===== src/design/rgs_ram.sv =====
// Generic simple dual-port synchronous RAM, one write and one registered read port.
// No package dependency.
module rgs_ram #(
    parameter int WIDTH = 32,
    parameter int DEPTH = 128,
    localparam int AW   = $clog2(DEPTH)
) (
    input  logic             clk,
    input  logic             we,
    input  logic [AW-1:0]    waddr,
    input  logic [WIDTH-1:0] wdata,
    input  logic [AW-1:0]    raddr,
    output logic [WIDTH-1:0] rdata
);

    logic [WIDTH-1:0] mem [DEPTH];
    logic [WIDTH-1:0] rdata_reg;

    always_ff @(posedge clk)
    begin
        if (we)
        begin
            mem[waddr] <= wdata;
        end
        rdata_reg <= mem[raddr];
    end

    assign rdata = rdata_reg;

endmodule


===== config.mk =====
export PLATFORM = sky130hd
export DESIGN_NAME = rgs_ram
export DESIGN_NICKNAME = d
export VERILOG_FILES = /design/src/design/rgs_ram.sv
export SDC_FILE = /design/constraint.sdc
export NUM_CORES = 2
export LEC_CHECK = 0
export BUFFER_PORTS_ARGS = -buffer_cell sky130_fd_sc_hd__buf_4
export CAP_MARGIN = 20
export CORE_MARGIN = 10
export CORE_UTILIZATION = 50
export DETAILED_ROUTE_END_ITERATION = 8
export PLACE_DENSITY = 0.65
export SYNTH_ARGS = -nofsm -noshare
export SYNTH_HDL_FRONTEND = slang
export SYNTH_SLANG_ARGS = --single-unit
export TNS_END_PERCENT = 50

===== constraint.sdc =====
create_clock -name clk -period 5 [get_ports clk]
set_input_delay 0.75 -clock clk [delete_from_list [all_inputs] [get_ports clk]]
set_output_delay 0.75 -clock clk [all_outputs]
set_load 0.005 [all_outputs]

---- Word level (Yosys, flattened, before mapping) ----
Memories as Yosys holds them, arrays and structs flattened. A register that Yosys moved wholly into a read port is not among the register bits.
Cells that the tools add are included.
cells by class
  mux-type cells .......................... 2
operator list
  kind    count
  $mux 1  2
word-level totals
  bits in registers ....................... 0
  RAM bits ................................ 4096
  bits of input ports ..................... 48
  output and inout bits ................... 32
  logic and storage cells ................. 3
  memories kept ........................... 1
memories
  name  depth  width  read ports  clocked after Yosys merged registers in  write ports  line  text
  mem   128    32     1           1                                        1            16    logic [WIDTH-1:0] mem [DEPTH];

---- Depth between registers and ports, before layout ----
  depth after elaboration ................. 2
  depth in mapped cells ................... 8
  depth with buffers taken out ............ 4

---- Least setup slack after synthesis ----
No wires, ideal clock.
  path kind ............................... input -> register
  start ................................... input port we
  end ..................................... memory mem[98][0] (enable)
  setup time .............................. 461 ps
  arrival ................................. 3528 ps
  data required time ...................... 4539 ps
  path slack .............................. 1011 ps
  cell stages on the path ................. 3
  buffers on the path ..................... 1
  cells stage by stage .................... clkbuf_1 nand4_1 nor3_1
between the ends
  longest elaborated chain between the ends .. 2
RTL lines
  what                          line  text
  from (decl)                   9     input logic we,
  $mux 1                        21    if (we)
  $mux 1 (implied by the code)  23    mem[waddr] <= wdata;
  to (decl)                     16
Every way passes these cells.

==> impl_metrics.toml <==
[global_routing]
grt_overflow_total = 0
antenna_found_initial = 72
grt_util_all_layers_pct = 24.59
grt_max_degree = 100
grt_pass1_wl_um = 575200
grt_pass1_vias = 71690

[synthesis]
ys_seq_elements = 4128
synth_fp_nets = 6038
syn_inst = 5990
seq_area_frac_synth_pct = 79.12
syn_area_sq_mm = 0.1563
synthSimpleGateAreaFrac_pct = 0.4460
synthMuxAreaShare_pct = 19.60
yosys_warnings = 0
syn-mean-instance-area_sq_um = 26.09
synth_compound_area_share_pct = 0
synth-xor-area-share_pct = 0
synth_top_family_by_area = "multiplexers"
netlist-cell-type-count = 17
synthAdderAreaFrac_pct = 0

[hold_path]
min_to = "mem[63][6]$_DFFE_PP_"
min_path_cells = 1
worstHoldStart = "wdata[6]"
min_path_type = "in2reg"

[pwr]
vdd_drop_max_mv = 0.3671
power.leakage_nw = 54.83
p_per_area_mw_per_mm2 = 406.8

[clock_tree]
root_buffer = "clkbuf_16"
clock_latency_ps = 970
cts_sinks = 4128
cts_tree = "done"
numCtsBuffers = 409
cts_max_path_buffers = 4
path_clk_slew_ps = 60
ctsResizeCount = 0
cts_setup_buffers = 0
h-tree-depth = 5
holdBufCountCts = 0

[sta]
finClkSkew_ps = 64.57
worst_pin_slew_ps = 1130
relSlewSlack_pct = 24.63
finalMaxSlewViolations = 0
rsz0062_at_grt = "false"
setup_viol = 0
min_period_ps = 3289
fin_ws_ps = 1711
fin_setup_tns_ps = 0
fin_crit_sh_pct = 65.79
max_freq_mhz = 304.0
finalHoldViolations = 0

[placed_design]
dp_worst_setup_slack_ps = 794.2
place_area_sq_mm = 0.1651
placedCellCount = 10220
dp_hpwl_um = 235400
gp_congestion = 0.8196
port_buffers = 79

[cells_and_area]
largest_reg_flops = 4096
design_area_sq_mm = 0.1786
drive_gt1_share_pct = 36.45
nFillCells = 21750
finalNonFillerCells = 11010
nNetsFinal = 6545
area_growth_pct = 14.28

[floorplan]
start_util_pct = 50.15
rows = 205
die_area_sq_mm = 0.3353
core_area_sq_mm = 0.3116
num_io_pins = 80
die_y_um = 579.1
floorplan.die.width_um = 579.1

[drt]
firstDrtPassIters = 5
ant_nets = 0
finalWirelength_um = 413100
routedWlPerCell_um = 37.53
drc = 0
viasPerCell = 6.508
drtIter0Drc = 11110
routed-via-count = 71630

[worst_setup_path]
cp-start-kind = "primary input"
rr_endpoint = "rdata[24]$_DFF_P_"
critPathKind = "in2reg"
crit_path_max_fanout = 38
timing.rr.start = "mem[92][24]$_DFFE_PP_"
r2r_cells = 4
crit_path_end_kind = "register"
worstPathArrival_ps = 4120
critPathRequiredTime_ps = 5830
regToRegSetupSlack_ps = 2310

[run_status]
status = "complete, no violations"

[flow_run]
cap_violations = 0
-- area by class of cell --
type	instances	area, sq um	area share (%)
sequential	4128	123600	69.23
antenna	27	67.56	0.03783
multi-input combinational	1546	32290	18.08
clock buffer	518	10770	6.028
clock inverter	235	2564	1.435
timing repair buffer	412	4088	2.289
tap	4140	5180	2.900
-- synthesized netlist by cell type --
cell type / count / area, sq um
clkbuf_1: 182 / 683.2
mux2_2: 32 / 360.4
buf_4: 3 / 22.52
buf_6: 2 / 22.52
edfxtp_1: 4096 / 123000
nand2_1: 14 / 52.55
dfxtp_1: 32 / 640.6
nor3_1: 9 / 45.04
buf_1: 50 / 187.7
nor2_1: 122 / 457.9
nand3_1: 12 / 60.06
or3_1: 1 / 6.260
mux4_2: 1344 / 30270
nand2b_1: 2 / 12.51
buf_2: 79 / 395.4
nor2b_1: 7 / 43.79
nand4_1: 3 / 18.77
-- placed cells by master, fill, tap and decap left out, types with 4 or more instances in the layout --
cell / count
edfxtp_1: 4096
mux4_2: 1344
clkbuf_16: 411
buf_4: 332
nor2_4: 119
clkbuf_1: 99
clkinv_1: 84
clkinv_2: 72
buf_12: 72
bufinv_16: 42
mux2_2: 32
dfxtp_1: 32
diode_2: 27
clkinv_16: 13
nand2_1: 11
inv_6: 10
nor3_2: 9
nand3_1: 8
clkinvlp_4: 8
clkbuf_8: 8
nor2b_1: 7
nand3_2: 4
buf_8: 4
-- cell families after synthesis --
family	Yosys count
flip-flops	4128
multiplexers	1376
buffers and inverters	316
AND/OR/NAND/NOR	170
-- critical path, stage by stage --
cell and delay (ps):
buf_16 300, buf_12 290, buf_4 320, mux4_2 570, mux4_2 570, mux4_2 730
mux2_2 360
-- through the flow --
step	utilization, %	hold WS [ps]	power, mW
after floorplan	-	848.9	40.84
after global placement	52.99	1073	42.85
after detailed placement	52.99	1084	42.91
after CTS	57.26	56.32	73.05
after global routing	57.30	110.8	74.54
final	57.31	118.6	72.66
-- worst max path at each step --
stage / slack (ps) / end / depth (start not counted) / start
3_3_place_gp: 800 / rdata[24]$_DFF_P_ / 7 / raddr[0]
6_report: 1710 / rdata[24]$_DFF_P_ / 7 / raddr[0]
4_1_cts: 1820 / rdata[24]$_DFF_P_ / 7 / raddr[0]
3_5_place_dp: 790 / rdata[24]$_DFF_P_ / 7 / raddr[0]
5_1_grt: 1760 / rdata[24]$_DFF_P_ / 7 / raddr[0]
2_1_floorplan: 1010 / mem[98][0]$_DFFE_PP_ / 3 / we
-- layer usage --
| layer | wire [um] | vias to the layer above | track usage (%) |
|---|---|---|---|
| met5 | 143 | - | 0 |
| met4 | 15570 | 20 | 8.462 |
| met3 | 43780 | 624 | 5.315 |
| met2 | 198600 | 4061 | 38.64 |
| met1 | 155000 | 39480 | 34.69 |
| li1 | - | 27450 | - |
-- where the power goes --
part | internal, mW | switching [mW]
combinational | 1.48 | 2.26
sequential | 38.2 | 0.214
clock | 17.5 | 13.0
total | 57.2 | 15.5
(Power assumes the default switching activity.)
