==> config.mk <==
export PLATFORM = sky130hd
export DESIGN_NAME = rgs_walk
export DESIGN_NICKNAME = d
export VERILOG_FILES = /design/src/design/rgs_pkg.sv /design/src/design/rgs_walk.sv
export SDC_FILE = /design/constraint.sdc
export NUM_CORES = 1
export LEC_CHECK = 0
export ABC_AREA = 0
export BUFFER_PORTS_ARGS = -buffer_cell sky130_fd_sc_hd__clkbuf_2
export CAP_MARGIN = 15
export CELL_PAD_IN_SITES_DETAIL_PLACEMENT = 2
export CELL_PAD_IN_SITES_GLOBAL_PLACEMENT = 2
export CORE_MARGIN = 1.5
export CORE_UTILIZATION = 33
export DETAILED_ROUTE_END_ITERATION = 7
export PLACE_DENSITY = 0.85
export SLEW_MARGIN = 20
export SYNTH_ARGS = -nofsm -noshare
export SYNTH_HDL_FRONTEND = slang
export SYNTH_SLANG_ARGS = --single-unit
export TNS_END_PERCENT = 100
==> constraint.sdc <==
create_clock -name clk -period 3.29 [get_ports clk]
set_clock_uncertainty 0.05 [all_clocks]
set_input_delay 0.658 -clock clk [delete_from_list [all_inputs] [get_ports clk]]
set_output_delay 0.658 -clock clk [all_outputs]
set_load 0.01 [all_outputs]
==> src/design/rgs_pkg.sv <==
// Shared constants, request codes and walker types for the resizable grid store.
// No dependencies; imported by every module of the block except rgs_ram.
package rgs_pkg;

    localparam int CAPACITY = 128;
    localparam int ADDR_W   = $clog2(CAPACITY);
    localparam int DATA_W   = 32;
    localparam int CNT_W    = 8;
    localparam int IDX_W    = 7;

    localparam logic [1:0] REQ_GET    = 2'd0;
    localparam logic [1:0] REQ_SET    = 2'd1;
    localparam logic [1:0] REQ_RESIZE = 2'd2;
    localparam logic [1:0] REQ_CREATE = 2'd3;

    // Shape information held steady for a whole resize walk
    typedef struct packed {
        logic [CNT_W-1:0] old_cols;
        logic [CNT_W-1:0] new_cols;
        logic [CNT_W-1:0] keep_rows;
        logic [CNT_W-1:0] keep_cols;
    } walk_cfg_t;

    // One step of the resize walk
    typedef struct packed {
        logic [ADDR_W-1:0] src;
        logic [ADDR_W-1:0] dst;
        logic              keep;
        logic              last;
    } walk_t;

endpackage

==> src/design/rgs_walk.sv <==
// Address walker for the second resize pass: steps every destination word in order.
// Depends on rgs_pkg for widths and the walk structs.
module rgs_walk
    import rgs_pkg::*;
(
    input  logic      clk,
    input  logic      rst_n,
    input  logic      init,
    input  logic      step,
    input  walk_cfg_t cfg,
    output walk_t     walk
);

    logic [ADDR_W-1:0] dst_reg;
    logic [CNT_W-1:0]  row_reg;
    logic [CNT_W-1:0]  col_reg;
    logic [CNT_W-1:0]  base_reg;
    logic [CNT_W-1:0]  src_full;
    logic              wrap;

    assign src_full = base_reg + col_reg;
    assign wrap     = (col_reg + 8'd1) == cfg.new_cols;

    assign walk.src  = src_full[ADDR_W-1:0];
    assign walk.dst  = dst_reg;
    assign walk.keep = (row_reg < cfg.keep_rows) && (col_reg < cfg.keep_cols);
    assign walk.last = dst_reg == ADDR_W'(CAPACITY - 1);

    always_ff @(posedge clk or negedge rst_n)
    begin
        if (!rst_n)
        begin
            dst_reg  <= '0;
            row_reg  <= '0;
            col_reg  <= '0;
            base_reg <= '0;
        end
        else if (init)
        begin
            dst_reg  <= '0;
            row_reg  <= '0;
            col_reg  <= '0;
            base_reg <= '0;
        end
        else if (step)
        begin
            dst_reg <= dst_reg + 1'b1;
            if (wrap)
            begin
                col_reg <= '0;
                row_reg <= row_reg + 8'd1;
                // advance the source row only while it still holds kept cells
                if (row_reg < cfg.keep_rows)
                begin
                    base_reg <= base_reg + cfg.old_cols;
                end
            end
            else
            begin
                col_reg <= col_reg + 8'd1;
            end
        end
    end

endmodule

* Word-level counts from Yosys, hierarchy flattened
Index checks and enable logic that the tools add are counted.
Word-level totals: flip-flop bits (word level) 31, output and inout bits 16, word-level logic and storage cells 31
Cells by class: $add $sub $neg 5, magnitude comparators 2, equal/unequal tests 2, multiplexer cells 12, reduce and logical (&&, ||, !) cells 6
Operators by type and width (count):
- $mux W8 | 10
- $add A8 B1 Y8 const B | 2
- $lt A8 B8 Y1 | 2
- $mux W7 | 2
- $add A8 B8 Y8 | 1
- $eq A8 B8 Y1 | 1
- $add A7 B1 Y7 const B | 1
- $add A7 B7 Y7 | 1
- $eq A7 B7 Y1 const B | 1
- $reduce_bool A2 Y1 | 3
- $reduce_and A3 Y1 | 1
- $reduce_and A2 Y1 | 1
- $logic_and A1 B1 Y1 | 1

* Longest topological paths before layout
word-level depth 5, mapped depth 9, depth with buffers taken out 9

* Worst setup path before layout
Ideal clock, no wire load.
kind input to output, start point in cfg[12] (netlist bit), end point out walk[1] (netlist bit), arrival time 2.064 ns, required time 2.582 ns, path slack 0.518 ns, stages on the path 7, cell sequence inv_1 -> ha_1 -> a211oi_1 -> nor2_1 -> a211o_1 -> a211o_1 -> a21oi_1
RTL lines:
- start: declaration | RTL line rgs_walk.sv:10 | input walk_cfg_t cfg,
- end: declaration | RTL line rgs_walk.sv:11 | output walk_t walk

==> results.json <==
{
  "status": "finished, final reports clean",
  "cp.buffers_inverters": 3,
  "diodes": 0,
  "path_delay_family": "compound AO/OA/AOI/OAI gates",
  "arrival_ps": 2350,
  "async_flop_share": 1.00,
  "p_comb_frac": 0.165,
  "drv_slew": 0,
  "relSlewSlack": 0.468,
  "fmax_mhz": 327,
  "num_io_pins": 52,
  "dieArea_mm2": 0.00857,
  "critical_path.max_fanout": 4,
  "endpoint_kind": "output port",
  "dpl.hpwl_mm": 6.14,
  "drt_iter0_markers": 104,
  "grt_usage": 0.199,
  "worst_slew_pin_slew_ps": 799,
  "finalWirelength_mm": 7.95,
  "path_class": "in2out",
  "avgSynthCellArea_um2": 8.80,
  "grt_pass1_vias": 2721,
  "required_ps": 2580,
  "portBuffers": 50,
  "routedWlPerCell_um": 17.7,
  "rows": 32,
  "min_path_type": "in2async",
  "clock_power_share": 0.381,
  "die_width_um": 92.6,
  "areaGrowthSynthToFinish_pct": 16.5,
  "final.setup.worst_slack_ps": 227,
  "clk_pin_slew_worst_paths_ps": 70,
  "synth_seq_area_share": 0.284,
  "reg2regPathDepth": 8,
  "rr_endpoint": "row_reg[7]",
  "cts.sinks": 30,
  "grt_pass1_wl_mm": 13.4,
  "ys_types": 56,
  "vias": 2502,
  "final-hold-violation-count": 0,
  "num-fill-cells": 895,
  "gp_congestion": 0.745,
  "firstDrtPassIters": 4,
  "startpoint": "cfg[12]",
  "peakVddDrop_mv": 0.123,
  "cts_max_path_buffers": 2,
  "ys.flop_type": "dfrtp_1",
  "cp.depth": 9,
  "final_cell_mix": "clkbuf_2 (50), ha_1 (29), dfrtp_1 (29)",
  "synth_nets": 368,
  "final_common_cell": "clkbuf_2",
  "viasPerCell": 5.56,
  "netlist_instances": 301,
  "grt_max_degree": 31,
  "final_area_mm2": 0.00308,
  "cts_inserted_buffers": 5,
  "tns_ps": 0,
  "power_leakage_uw": 0.00149,
  "post_route_cells_drive_above_1_share": 0.218,
  "clkLatencyLatePin_ps": 290,
  "fp.coreArea_mm2": 0.00773,
  "hold_buffers": 0,
  "final.min_clock_period_ps": 3060,
  "cts_tree": "built",
  "reg2reg_setup_slack_ps": 530,
  "internal_power_uw": 599,
  "htree_levels": 2,
  "timing.final.crit_share": 0.931,
  "power.density_mw_per_mm2": 275,
  "synth_seq_cells": 30,
  "antenna_found_initial": 0,
  "crit_path_start_kind": "input port",
  "placed_area_mm2": 0.00299,
  "ant_nets": 0,
  "crit_path_end": "walk[1]",
  "synth-edff-count": 0,
  "max_stage_delay_ps": 350,
  "die_h_um": 92.6,
  "start_util": 0.343,
  "power_frac_seq": 0.454,
  "setup_violations": 0,
  "switchingPower_uw": 248,
  "cp_cell_sequence": "clkbuf_2 > inv_1 > ha_1 > a211oi_1 > nor2_1 > a211o_1 > a211o_1 > a21oi_1 > clkbuf_2",
  "rr_startpoint": "col_reg[1]",
  "cts-root-buf": "clkbuf_8",
  "gr-total-overflow": 0,
  "drc": 0,
  "crit_slowest_cell": "a211o_1",
  "maxCapViolCount": 0,
  "yosysWarnings": 0,
  "netlist_area_mm2": 0.00265,
  "pre_cts_slack_ps": 210,
  "grt_setup_unrepaired": "no",
  "nNetsFinal": 414,
  "swShare": 0.293
}
[worst reg2reg max path, cell delays in order (launching register included)]
cell       delay [ps]
dfrtp_1           480
ha_1              370
nand3_1           170
nor2_1            250
xnor2_1           180
o2111ai_1         160
buf_4             240
nor4_1            370
mux2_2            370
[power by group through the flow]
| stage | clock (µW) | combinational [µW] | sequential (µW) |
|---|---|---|---|
| 4_1_cts | 335 | 143 | 385 |
| 5_1_grt | 349 | 158 | 386 |
| 3_3_place_gp | 0 | 134 | 391 |
| 3_5_place_dp | 0 | 142 | 392 |
| 6_report | 323 | 140 | 385 |
| 2_1_floorplan | 0 | 80.5 | 388 |
[area by class of cell]
| type | count | area (µm²) | area share |
|---|---|---|---|
| tap | 102 | 128 | 0.0414 |
| clock inverter | 2 | 12.5 | 0.00406 |
| multi-input combinational | 230 | 1730 | 0.561 |
| timing repair buffer | 54 | 280 | 0.0909 |
| clock buffer | 6 | 82.6 | 0.0268 |
| inverter | 26 | 97.6 | 0.0316 |
| sequential | 30 | 752 | 0.244 |
[routing by layer]
layer	wire (µm)	track usage	vias to the layer above
met5	0	0	-
met4	87	0.0462	0
met3	203	0.0304	10
met2	4090	0.368	46
met1	3560	0.241	1238
li1	-	-	1208
[cell usage after synthesis (5+ instances only)]
library cell,instances,area [µm²]
a21o_1,6,45.0
clkbuf_1,7,26.3
nand2b_1,5,31.3
xnor2_1,13,114
o21ai_0,9,45.0
nor2_1,21,78.8
nand3_1,11,55.1
o311ai_0,5,43.8
ha_1,29,363
o31ai_1,7,52.6
nand4_1,8,50.1
a21oi_1,19,95.1
nand2_1,19,71.3
inv_1,26,97.6
xor2_1,8,70.1
buf_2,6,30.0
dfrtp_1,30,751
[worst min path at each step]
stage / startpoint / end / slack [ps] / cells after the start
after global routing: rst_n / dst_reg[6] / 430 / 1
after floorplan: rst_n / base_reg[0] / 310 / 0
after detailed placement: dst_reg[6] / dst_reg[6] / 510 / 2
after CTS: rst_n / dst_reg[6] / 400 / 1
after global placement: dst_reg[6] / dst_reg[6] / 490 / 2
final: rst_n / dst_reg[6] / 390 / 1
[stage by stage]
stage          cells  utilization  hold slack [ps]  total power [µW]
6_report         450        0.399              388               847
5_1_grt          450        0.399              425               892
4_1_cts          450        0.399              404               862
3_5_place_dp     442        0.387              507               534
3_3_place_gp     442        0.387              489               525
2_1_floorplan    301            -              312               469
[what timing repair did]
| item | CTS | global route |
|---|---|---|
| gates resized for setup | 0 | 1 |
| setup buffers | 0 | 0 |
| endpoints found under the setup margin | 0 | 1 |
[logic make-up after synthesis]
family          synth area share
fa+ha+maj                  0.152
compound gates             0.224
buf+inv                   0.0624
xor+xnor                  0.0756
flops                      0.284
simple gates               0.182
mux                       0.0203
Note: power is estimated with default switching activity, not from simulation.
